## config.mk

```make
export PLATFORM = sky130hd
export DESIGN_NAME = length_prefixed_list_deframer
export DESIGN_NICKNAME = d
export VERILOG_FILES = /design/src/rtl/lpd_pkg.sv /design/src/rtl/lpd_core.sv /design/src/rtl/length_prefixed_list_deframer.sv
export SDC_FILE = /design/constraint.sdc
export NUM_CORES = 1
export LEC_CHECK = 0
export BUFFER_PORTS_ARGS = -buffer_cell sky130_fd_sc_hd__buf_2
export CAP_MARGIN = 10
export CORE_MARGIN = 3
export CORE_UTILIZATION = 25
export CTS_CLUSTER_SIZE = 10
export DETAILED_ROUTE_END_ITERATION = 12
export HOLD_SLACK_MARGIN = 0.03
export SLEW_MARGIN = 25
export SYNTH_ARGS = -nofsm -noshare
export SYNTH_HDL_FRONTEND = slang
export SYNTH_SLANG_ARGS = --single-unit
```

## constraint.sdc

```tcl
create_clock -name clk -period 8.31 [get_ports clk]
set_clock_uncertainty 0.05 [all_clocks]
set_input_delay 1.2465 -clock clk [delete_from_list [all_inputs] [get_ports clk]]
set_output_delay 1.2465 -clock clk [all_outputs]
set_load 0.05 [all_outputs]
```

## src/rtl/lpd_pkg.sv

```systemverilog
// ----------------------------------------------------------------------------
// lpd_pkg
// Shared types and codes for the length-prefixed list deframer.
// ----------------------------------------------------------------------------
package lpd_pkg;

  // Width of the decimal fields and entry counters.
  localparam int unsigned COUNT_BITS = 32;
  // Accumulator with headroom for one multiply-by-ten step.
  localparam int unsigned ACC_W      = COUNT_BITS + 4;

  typedef logic [COUNT_BITS-1:0] cnt_t;

  // Parser phases.
  localparam logic [2:0] PH_COUNT   = 3'd0;
  localparam logic [2:0] PH_LENGTH  = 3'd1;
  localparam logic [2:0] PH_PAYLOAD = 3'd2;
  localparam logic [2:0] PH_END     = 3'd3;
  localparam logic [2:0] PH_ERRWAIT = 3'd4;

  // Result kinds.
  localparam logic [1:0] KIND_BYTE  = 2'd0;
  localparam logic [1:0] KIND_EMPTY = 2'd1;
  localparam logic [1:0] KIND_OK    = 2'd2;
  localparam logic [1:0] KIND_ERROR = 2'd3;

  // Error codes.
  localparam logic [1:0] ERR_NONE     = 2'd0;
  localparam logic [1:0] ERR_INVALID  = 2'd1;
  localparam logic [1:0] ERR_OVERFLOW = 2'd2;

  // Characters.
  localparam logic [7:0] CH_COLON = 8'h3A;
  localparam logic [7:0] CH_ZERO  = 8'h30;
  localparam logic [7:0] CH_NINE  = 8'h39;

  // One result transaction.
  typedef struct packed {
    logic        valid;
    logic [1:0]  kind;
    logic [7:0]  payload;
    logic [31:0] number;
    logic        last;
    logic [1:0]  err;
  } res_t;

endpackage

```

## src/rtl/lpd_core.sv

```systemverilog
// ----------------------------------------------------------------------------
// lpd_core
// Frame parser state and per-byte decode; state advances on step.
// ----------------------------------------------------------------------------
module lpd_core import lpd_pkg::*; (
  input  logic       clk,
  input  logic       rst_n,
  input  logic       step,
  input  logic [7:0] data_byte,
  input  logic       frame_end,
  output res_t       res
);

  logic [2:0] phase_r, phase_nxt;
  logic       seen_r, seen_nxt;
  cnt_t       acc_r, acc_nxt;
  cnt_t       total_r, total_nxt;
  cnt_t       cnt_r, cnt_nxt;
  cnt_t       left_r, left_nxt;

  logic             is_digit;
  logic [3:0]       digit;
  logic [ACC_W-1:0] acc_ext;
  logic [ACC_W-1:0] scaled;
  logic             ovf;
  cnt_t             cnt_inc;
  logic             all_done;
  logic             last_byte;

  assign is_digit  = (data_byte >= CH_ZERO) && (data_byte <= CH_NINE);
  assign digit     = 4'(data_byte - CH_ZERO);
  assign acc_ext   = ACC_W'(acc_r);
  // acc*10 + d as (acc<<3) + (acc<<1) + d
  assign scaled    = (acc_ext << 3) + (acc_ext << 1) + ACC_W'(digit);
  assign ovf       = |scaled[ACC_W-1:COUNT_BITS];
  assign cnt_inc   = cnt_r + cnt_t'(1);
  assign all_done  = (cnt_inc >= total_r);
  assign last_byte = (left_r <= cnt_t'(1));

  always_comb begin
    phase_nxt = phase_r;
    seen_nxt  = seen_r;
    acc_nxt   = acc_r;
    total_nxt = total_r;
    cnt_nxt   = cnt_r;
    left_nxt  = left_r;
    res       = '0;

    if (frame_end) begin
      phase_nxt = PH_COUNT;
      seen_nxt  = 1'b0;
      acc_nxt   = '0;
      total_nxt = '0;
      cnt_nxt   = '0;
      left_nxt  = '0;
      case (phase_r)
        PH_ERRWAIT: ;
        PH_END: begin
          res.valid  = 1'b1;
          res.kind   = KIND_OK;
          res.number = 32'(total_r);
        end
        default: begin
          // early end
          res.valid = 1'b1;
          res.kind  = KIND_ERROR;
          res.err   = ERR_INVALID;
        end
      endcase
    end else begin
      case (phase_r)
        PH_COUNT, PH_LENGTH: begin
          if (is_digit) begin
            if (ovf) begin
              phase_nxt = PH_ERRWAIT;
              res.valid = 1'b1;
              res.kind  = KIND_ERROR;
              res.err   = ERR_OVERFLOW;
            end else begin
              acc_nxt  = scaled[COUNT_BITS-1:0];
              seen_nxt = 1'b1;
            end
          end else if (data_byte != CH_COLON || !seen_r) begin
            phase_nxt = PH_ERRWAIT;
            res.valid = 1'b1;
            res.kind  = KIND_ERROR;
            res.err   = ERR_INVALID;
          end else begin
            acc_nxt  = '0;
            seen_nxt = 1'b0;
            if (phase_r == PH_COUNT) begin
              total_nxt = acc_r;
              cnt_nxt   = '0;
              phase_nxt = (acc_r == '0) ? PH_END : PH_LENGTH;
            end else if (acc_r == '0) begin
              res.valid  = 1'b1;
              res.kind   = KIND_EMPTY;
              res.number = 32'(cnt_r);
              cnt_nxt    = cnt_inc;
              phase_nxt  = all_done ? PH_END : PH_LENGTH;
            end else begin
              left_nxt  = acc_r;
              phase_nxt = PH_PAYLOAD;
            end
          end
        end
        PH_PAYLOAD: begin
          res.valid   = 1'b1;
          res.kind    = KIND_BYTE;
          res.payload = data_byte;
          res.number  = 32'(cnt_r);
          res.last    = last_byte;
          left_nxt    = last_byte ? '0 : left_r - cnt_t'(1);
          if (last_byte) begin
            cnt_nxt   = cnt_inc;
            phase_nxt = all_done ? PH_END : PH_LENGTH;
          end
        end
        PH_END: begin
          // extra bytes before the terminator
          phase_nxt = PH_ERRWAIT;
          res.valid = 1'b1;
          res.kind  = KIND_ERROR;
          res.err   = ERR_INVALID;
        end
        default: ;
      endcase
    end
  end

  always_ff @(posedge clk) begin
    if (!rst_n) begin
      phase_r <= PH_COUNT;
      seen_r  <= 1'b0;
      acc_r   <= '0;
      total_r <= '0;
      cnt_r   <= '0;
      left_r  <= '0;
    end else if (step) begin
      phase_r <= phase_nxt;
      seen_r  <= seen_nxt;
      acc_r   <= acc_nxt;
      total_r <= total_nxt;
      cnt_r   <= cnt_nxt;
      left_r  <= left_nxt;
    end
  end

endmodule

```

## src/rtl/length_prefixed_list_deframer.sv

```systemverilog
// ----------------------------------------------------------------------------
// length_prefixed_list_deframer
// Decodes "count:len:bytes..." frames into per-byte result transactions.
// ----------------------------------------------------------------------------
// Usage:
//   Input channel (in_*): one frame byte per transaction on in_data_byte,
//   or a terminator transaction with in_frame_end high that closes the frame.
//   Output channel (out_*): at most one result per input transaction:
//   a payload byte with its entry number and last mark, an empty-entry
//   notice, a frame-ok with the entry count, or a frame error with a code.
//   Both channels use valid/stall; a transaction moves when valid is high
//   and stall is low.
//   Path: an input transaction is registered in the input register, decoded
//   from there, and its result is registered in the result register for out_*.
//   Throughput: one transaction per cycle while no result is held by out_stall;
//   the parser's state update is a single pass (multiply-by-ten, count compare)
//   between the input register and the result register.
//   Reset (rst_n low, synchronous) empties both registers and returns the
//   parser to the count-digits phase; no clearing pass is needed.
//   When the receiver stalls with a result pending, the input register holds
//   one more transaction and in_stall rises until the result is taken.
//   After an error, bytes are dropped silently until a terminator re-arms.
// ----------------------------------------------------------------------------
module length_prefixed_list_deframer import lpd_pkg::*; (
  input  logic        clk,
  input  logic        rst_n,
  input  logic        in_valid,
  output logic        in_stall,
  input  logic [7:0]  in_data_byte,
  input  logic        in_frame_end,
  output logic        out_valid,
  input  logic        out_stall,
  output logic [1:0]  out_kind,
  output logic [7:0]  out_payload,
  output logic [31:0] out_entry_number,
  output logic        out_entry_last,
  output logic [1:0]  out_error_code
);

  // input register
  logic       s1_valid_r;
  logic [7:0] s1_byte_r;
  logic       s1_end_r;

  // result register
  logic        out_valid_r;
  logic [1:0]  out_kind_r;
  logic [7:0]  out_payload_r;
  logic [31:0] out_number_r;
  logic        out_last_r;
  logic [1:0]  out_err_r;

  logic go;   // decode the held byte this cycle
  res_t res;

  // The held byte advances whenever the result slot is free or draining.
  assign go       = s1_valid_r && (!out_valid_r || !out_stall);
  assign in_stall = s1_valid_r && out_valid_r && out_stall;

  always_ff @(posedge clk) begin
    if (!rst_n) begin
      s1_valid_r <= 1'b0;
    end else if (!in_stall) begin
      s1_valid_r <= in_valid;
    end
  end

  always_ff @(posedge clk) begin
    if (in_valid && !in_stall) begin
      s1_byte_r <= in_data_byte;
      s1_end_r  <= in_frame_end;
    end
  end

  lpd_core u_core (
    .clk       (clk),
    .rst_n     (rst_n),
    .step      (go),
    .data_byte (s1_byte_r),
    .frame_end (s1_end_r),
    .res       (res)
  );

  always_ff @(posedge clk) begin
    if (!rst_n) begin
      out_valid_r <= 1'b0;
    end else if (go) begin
      out_valid_r <= res.valid;
    end else if (!out_stall) begin
      out_valid_r <= 1'b0;
    end
  end

  always_ff @(posedge clk) begin
    if (go && res.valid) begin
      out_kind_r    <= res.kind;
      out_payload_r <= res.payload;
      out_number_r  <= res.number;
      out_last_r    <= res.last;
      out_err_r     <= res.err;
    end
  end

  assign out_valid        = out_valid_r;
  assign out_kind         = out_kind_r;
  assign out_payload      = out_payload_r;
  assign out_entry_number = out_number_r;
  assign out_entry_last   = out_last_r;
  assign out_error_code   = out_err_r;

`ifndef SYNTHESIS
  // an error result always carries a code
  assert property (@(posedge clk) disable iff (!rst_n)
    out_valid && out_kind == KIND_ERROR |-> out_error_code != ERR_NONE)
    else $error("error result without code");

  // non-error results carry no code
  assert property (@(posedge clk) disable iff (!rst_n)
    out_valid && out_kind != KIND_ERROR |-> out_error_code == ERR_NONE)
    else $error("code on non-error result");

  // last mark only on payload bytes
  assert property (@(posedge clk) disable iff (!rst_n)
    out_valid && out_entry_last |-> out_kind == KIND_BYTE)
    else $error("last mark on non-byte result");

  // input backpressure only while a result is held up downstream
  assert property (@(posedge clk) disable iff (!rst_n)
    in_stall |-> out_valid && out_stall)
    else $error("input stalled without output stall");
`endif

endmodule

```

==> results of run 1 <==
## routing by layer
layer,global-route usage [%],share of wire (%),wire (um)
met1,18.65,46,16300
met2,22.88,46,16340
met3,2.258,5.6,1999
met4,5.167,2.7,975
met5,0,0,0
## per-stage QoR
stage / worst slack [ns] / area [sq um] / power, mW
CTS: 3.625 / 13400 / 2.010
detailed placement: 3.678 / 12810 / 1.167
global placement: 3.712 / 12810 / 1.165
finish: 3.586 / 13440 / 1.995
floorplan: 2.773 / 11900 / 1.119
global route: 3.305 / 13440 / 2.062
## worst min path at each step
| stage | slack [ns] | startpoint | end |
|---|---|---|---|
| after global routing | 0.45 | u_core.total_r[27]$_SDFFE_PN0P_ | u_core.total_r[27]$_SDFFE_PN0P_ |
| after floorplan | 0.38 | u_core.seen_r$_SDFFE_PN0P_ | u_core.seen_r$_SDFFE_PN0P_ |
| final | 0.41 | u_core.seen_r$_SDFFE_PN0P_ | u_core.seen_r$_SDFFE_PN0P_ |
| after global placement | 0.39 | u_core.seen_r$_SDFFE_PN0P_ | u_core.seen_r$_SDFFE_PN0P_ |
| after CTS | 0.41 | u_core.seen_r$_SDFFE_PN0P_ | u_core.seen_r$_SDFFE_PN0P_ |
| after detailed placement | 0.40 | u_core.seen_r$_SDFFE_PN0P_ | u_core.seen_r$_SDFFE_PN0P_ |
## cell type report
type / instances / area share [%]
timing repair buffer: 72 / 3.099
multi-input combinational: 1053 / 52.15
sequential: 188 / 32.02
clock inverter: 13 / 1.052
tap: 607 / 5.649
clock buffer: 19 / 3.378
inverter: 95 / 2.652
## where the power goes
part / internal (mW) / leakage (nW) / switching [mW]
combinational: 0.0470 / 3.17 / 0.134
clock: 0.463 / 0.285 / 0.385
sequential: 0.957 / 1.60 / 0.00966
total: 1.47 / 5.05 / 0.528
## registers in the layout (all words and copies together) (netlist names), 2 cells and up
name and flops:
u_core.left_r 32, u_core.phase_r 3, out_kind 2, u_core.total_r 32
s1_byte_r 8, u_core.acc_r 32, u_core.cnt_r 32, out_error_code 2
out_payload 8, out_entry_number 32
## cell usage in the layout, fill, tap and decap left out, types with 14 or more instances in the layout
| cell | count |
|---|---|
| and3_1 | 20 |
| a21o_1 | 22 |
| nor2_1 | 85 |
| xnor2_1 | 43 |
| clkbuf_16 | 18 |
| nor3_1 | 29 |
| ha_1 | 98 |
| a22o_1 | 38 |
| nor4_1 | 17 |
| xor2_1 | 28 |
| buf_2 | 59 |
| inv_1 | 94 |
| a211oi_1 | 14 |
| a22oi_1 | 15 |
| o21ai_0 | 60 |
| o32ai_1 | 33 |
| a21oi_1 | 133 |
| dfxtp_1 | 134 |
| nand2_1 | 140 |
| edfxtp_1 | 54 |
| nand4_1 | 21 |
| nand3_1 | 92 |
## worst min-delay path, cell delays in order (launching register included)
cell and delay (ns):
dfxtp_1 0.31, inv_1 0.05, o22ai_1 0.05
## kinds of logic after synthesis
family | synth area share [%]
muxes | 0.3469
xor gates and xnor gates | 5.224
AOI/OAI and AO/OA | 22.46
adders and majority gates | 10.64
buffers and inverters | 5.749
DFF | 36.16
and+or+nand+nor | 19.42
==> reports/qor.yml, run 1 <==
outcome:
  outcome: "completed"
grt:
  grt_pass1_vias: 10240
  grt_usage_pct: 13.98
  grt_start_max_net_pins: 100
  grt_pass1_wl_um: 56350
  antenna_found_initial: 1
  grt_overflow_total: 0
layout:
  drive_gt1_share_pct: 8.889
  fin_cells: 2047
  regArea_sq_um: 4304
  fillers: 4921
  utilization_pct: 28.76
  areaGrowthSynthToFinish_pct: 12.94
  n_antenna_cell: 0
  layout.nets: 1540
  multi_input_area_sq_um: 7012
sta:
  drv_slew: 0
  max_slew.worst_pin.slew_ns: 0.9792
  slew_headroom_pct: 34.58
  max_freq_ghz: 0.2117
  finalHoldViolations: 0
  setup_viol: 0
  layout_min_cycle_time_ns: 4.724
  grt_setup_unrepaired: "false"
  hold_ws_ns: 0.4075
  finalCritPeriodShare_pct: 56.85
  fin_tns_setup_ns: 0
yosys:
  synth_largest_area_cell: "dfxtp_1"
  synth_enable_flop_cells: 54
  async_reset_ff_share_pct: 0
  yosys_warnings: 0
  yosysSeqAreaShare_pct: 36.16
  syn_nets: 1530
  synth_area_leaders: "dfxtp_1 23%, edfxtp_1 14%, ha_1 10%"
  avgSynthCellArea_sq_um: 8.401
  syn-cell-area_sq_um: 11900
  synthTopCellsByCount: "140 x nand2_1, 137 x a21oi_1, 134 x dfxtp_1"
  synth_ff_type: "dfxtp_1"
  synth_top_area_share_pct: 22.54
  syn_inst: 1417
  synth_cell_types: 71
  synth_seq_cells: 188
  synth_most_common_cell: "nand2_1"
worst_setup_path:
  cp_slowest_cell: "o211ai_1"
  cp-endpoint: "out_entry_number[27]$_DFFE_PP_"
  crit_chain: "inv_1, fa_1, inv_1, fa_1, a211oi_1, o211ai_1, nand3_1, o221ai_1, o21a_1, o211ai_1, o31ai_1, a21oi_4, buf_4"
  reg2reg_slack_ns: 3.59
  crit_arrival_ns: 4.76
  worstRegToRegCells: 13
  r2r_start: "u_core.acc_r[0]$_SDFFE_PN0P_"
  required_ns: 8.34
  crit_start: "u_core.acc_r[0]$_SDFFE_PN0P_"
  rr_endpoint: "out_entry_number[27]$_DFFE_PP_"
  critPathMaxStageDelay_ns: 0.68
  cp_max_fo: 45
  critPathKind: "reg -> reg"
  crit_buf_inv: 3
  cp.depth: 13
  start_kind: "flop"
  endpoint_kind: "flop"
  crit_family: "compound AO/OA/AOI/OAI gates"
drt:
  dr.pass1.iters: 5
  wl_per_cell_um: 17.40
  drcViolationCount: 0
  vias: 10840
  ant_nets: 0
  drt-initial-drc-count: 936
  via_per_inst: 5.294
  routed_wl_um: 35610
clocking:
  cts_setup_buffers: 0
  cts_root_buffer: "clkbuf_16"
  cts_buffers: 17
  insertion_delay_ns: 0.46
  cts_resized: 0
  cts.path.max_buffers: 2
  htreeDepth: 4
  cts_tree: "done"
  cts_hold_buffers: 0
  cts_sinks: 188
  clkTransAtPathRegs_ns: 0.07
place:
  dp.cells: 2014
  hpwl_um: 25520
  portBuffers: 59
  gp_congestion: 0.8674
floorplanning:
  die_height_um: 224.2
  die_w_um: 224.2
  start_util_pct: 25.46
  die_area_sq_um: 50270
  top_level_ports: 60
  rows: 79
  core_area_sq_um: 46750
run:
  maxCapViolCount: 0
power:
  ir_worst_vdd_mv: 0.1508
  p_per_area_nw_per_um2: 148.4
  total_leakage_power_nw: 5.051
hold_path:
  worstHoldPathType: "reg -> reg"
  whs_path_depth: 2
Note: power is estimated with default switching activity, not from simulation.
==> run 2, diff against run 1 <==
--- a/config.mk
+++ b/config.mk
@@ -5,6 +5,7 @@
 export SDC_FILE = /design/constraint.sdc
 export NUM_CORES = 1
 export LEC_CHECK = 0
+export ABC_AREA = 1
 export BUFFER_PORTS_ARGS = -buffer_cell sky130_fd_sc_hd__buf_2
 export CAP_MARGIN = 10
 export CORE_MARGIN = 3
==> constraint.sdc (replaced) <==
create_clock -name clk -period 4.8 [get_ports clk]
set_clock_uncertainty 0.05 [all_clocks]
set_input_delay 0.72 -clock clk [delete_from_list [all_inputs] [get_ports clk]]
set_output_delay 0.72 -clock clk [all_outputs]
set_load 0.05 [all_outputs]
==> run 2 against run 1 <==
Worst setup slack got worse by 2.6 ns. Core utilization down 0.51 points. Synthesized area is 9.6% higher. Final cell count rose by 25%. Non-clock buffer count shrank 3. Global-route usage increased by 0.49 points. Sequential power grew 75%. Final area up 8.2%. Total power up 72%.
==> reports/qor.yml, run 2 <==
outcome:
  outcome: "completed"
yosys:
  synth_seq_cells: 188
  synth_enable_flop_cells: 54
  synth_top_area_share_pct: 20.55
  syn_inst: 1844
  synth_largest_area_cell: "dfxtp_1"
  synth_ff_type: "dfxtp_1"
  yosysSeqAreaShare_pct: 32.98
  async_reset_ff_share_pct: 0
  synth_cell_types: 55
  syn_nets: 1957
  yosys_warnings: 0
  avgSynthCellArea_sq_um: 7.078
  synth_area_leaders: "dfxtp_1 21%, edfxtp_1 12%, nand2_1 12%"
  synthTopCellsByCount: "426 x nand2_1, 225 x inv_1, 173 x a21oi_1"
  syn-cell-area_sq_um: 13050
  synth_most_common_cell: "nand2_1"
power:
  total_leakage_power_nw: 6.398
  p_int_mw: 2.436
  switching_share_pct: 29.00
  p_per_area_nw_per_um2: 235.7
  power_frac_seq_pct: 49.1
  p_switching_mw: 0.9947
  ir_worst_vdd_mv: 0.2512
  power_mw: 3.430
  comb_power_share_pct: 9.5
  pwr-share-clk_pct: 41.3
place:
  hpwl_um: 30020
  pre_cts_slack_ns: 1.021
  placed_area_sq_um: 13970
  portBuffers: 59
  gp_congestion: 0.9196
worst_setup_path:
  cp_slowest_cell: "fa_1"
  crit_arrival_ns: 3.83
  start_kind: "flop"
  endpoint_kind: "flop"
  crit_family: "simple AND/OR/NAND/NOR gates"
  crit_buf_inv: 4
  cp_common_cell: "nand2_1"
  cp_max_fo: 45
  crit_chain: "inv_1, fa_1, inv_1, fa_1, nand2_1, nand2_1, nand3_1, nand2_1, nand2_1, nand3_2, nand2_1, nand3_1, nand2_2, nor2_4, nand3_4, nand2_1, nand3_1, nand2_1, inv_2, buf_4"
  required_ns: 4.83
  critPathMaxStageDelay_ns: 0.51
  critPathKind: "reg -> reg"
floorplanning:
  start_util_pct: 25.34
  die_height_um: 234.5
  core_area_sq_um: 51510
  die_w_um: 234.5
  die_area_sq_um: 54980
  rows: 83
  top_level_ports: 60
clocking:
  cts_buffers: 17
  cts_setup_buffers: 0
  cts_tree: "done"
  htreeDepth: 4
  cts.path.max_buffers: 2
  cts_root_buffer: "clkbuf_16"
  clkTransAtPathRegs_ns: 0.08
  cts_sinks: 188
  cts_hold_buffers: 0
  cts_resized: 0
  insertion_delay_ns: 0.44
grt:
  grt_start_max_net_pins: 95
  gr-usage-met2_pct: 23.84
  grt_use_met1_pct: 20.23
  grt_overflow_total: 0
  top_usage_layer: "met2"
  antenna_found_initial: 0
  grt_usage_pct: 14.47
  grtUsageMet3_pct: 1.476
  grt_pass1_vias: 11980
  grt_pass1_wl_um: 64270
layout:
  areaGrowthSynthToFinish_pct: 11.49
  drive_gt1_share_pct: 9.463
  regArea_sq_um: 4304
  mostFrequentLayoutCells: "426 x nand2_1, 224 x inv_1, 173 x a21oi_1"
  n_antenna_cell: 0
  layout.nets: 1981
  final_area_sq_um: 14550
  multi_input_area_sq_um: 7537
  layout_commonest_cell: "nand2_1"
  fillers: 5700
sta:
  finalCritPeriodShare_pct: 79.28
  slew_headroom_pct: 32.20
  fin_tns_setup_ns: 0
  grt_setup_unrepaired: "false"
  layout_setup_ws_ns: 0.9944
  finalHoldViolations: 0
  setup_viol: 0
  drv_slew: 0
  max_freq_ghz: 0.2628
  layout_min_cycle_time_ns: 3.806
  max_slew.worst_pin.slew_ns: 1.017
drt:
  ant_nets: 0
  wl_per_cell_um: 15.59
  routed_wl_um: 39920
  dr.pass1.iters: 6
  via_per_inst: 4.878
  vias: 12490
  drt-initial-drc-count: 975
  drcViolationCount: 0
hold_path:
  worstHoldPathType: "in -> reg"
run:
  maxCapViolCount: 0
## run 2: cell types whose count changed after synthesis, sizes merged, moves of 33 or more
cell	change
nor2	+93
nand3	+54
inv	+144
nand2	+301
a22o	-38
a21oi	+38
o32ai	-33
## run 2: power groups by stage
stage	clock network [mW]	registers, mW	logic (mW)
after detailed placement	0	1.72	0.325
after floorplan	0	1.77	0.191
final	1.42	1.69	0.327
after global routing	1.50	1.69	0.358
after CTS	1.44	1.69	0.326
after global placement	0	1.72	0.324
## run 2: cells by family after synthesis
kind of cell             synth area share, %
buffers and inverters                  9.357
AO/OA/AOI/OAI                          14.06
AND/OR/NAND/NOR                        30.14
flip-flops                             32.98
adder cells (fa/ha/maj)                9.702
XOR/XNOR                               3.758
## run 2: final timing paths
check	from	end	slack [ns]	cells past startpoint
min reg2reg	u_core.seen_r$_SDFFE_PN0P_	u_core.seen_r$_SDFFE_PN0P_	0.43	2
max reg2reg	u_core.acc_r[0]$_SDFFE_PN0P_	out_entry_number[26]$_DFFE_PP_	0.99	20
max	u_core.acc_r[0]$_SDFFE_PN0P_	out_entry_number[26]$_DFFE_PP_	0.99	20
min	in_data_byte[6]	s1_byte_r[6]$_DFFE_PP_	0.40	1
## run 2: per-stage QoR
stage,instances,hold slack [ns],util (%)
after floorplan,1844,0.3892,-
after detailed placement,2529,0.4224,27.13
after global placement,2529,0.4057,27.13
after CTS,2561,0.3865,28.25
after global routing,2561,0.3892,28.25
final,2561,0.3982,28.25
## run 2: layout make-up
cell class                 count  area share (%)
inverter                     241           6.260
clock inverter                15           1.049
tap                          680           5.847
timing repair buffer          69           2.545
clock buffer                  17           2.923
sequential                   188           29.58
multi-input combinational   1351           51.80
## run 2: per-layer routing
metal	vias up	wire [um]
met5	-	0
met1	5887	18640
met2	356	18350
met3	54	2221
li1	6196	-
met4	0	704
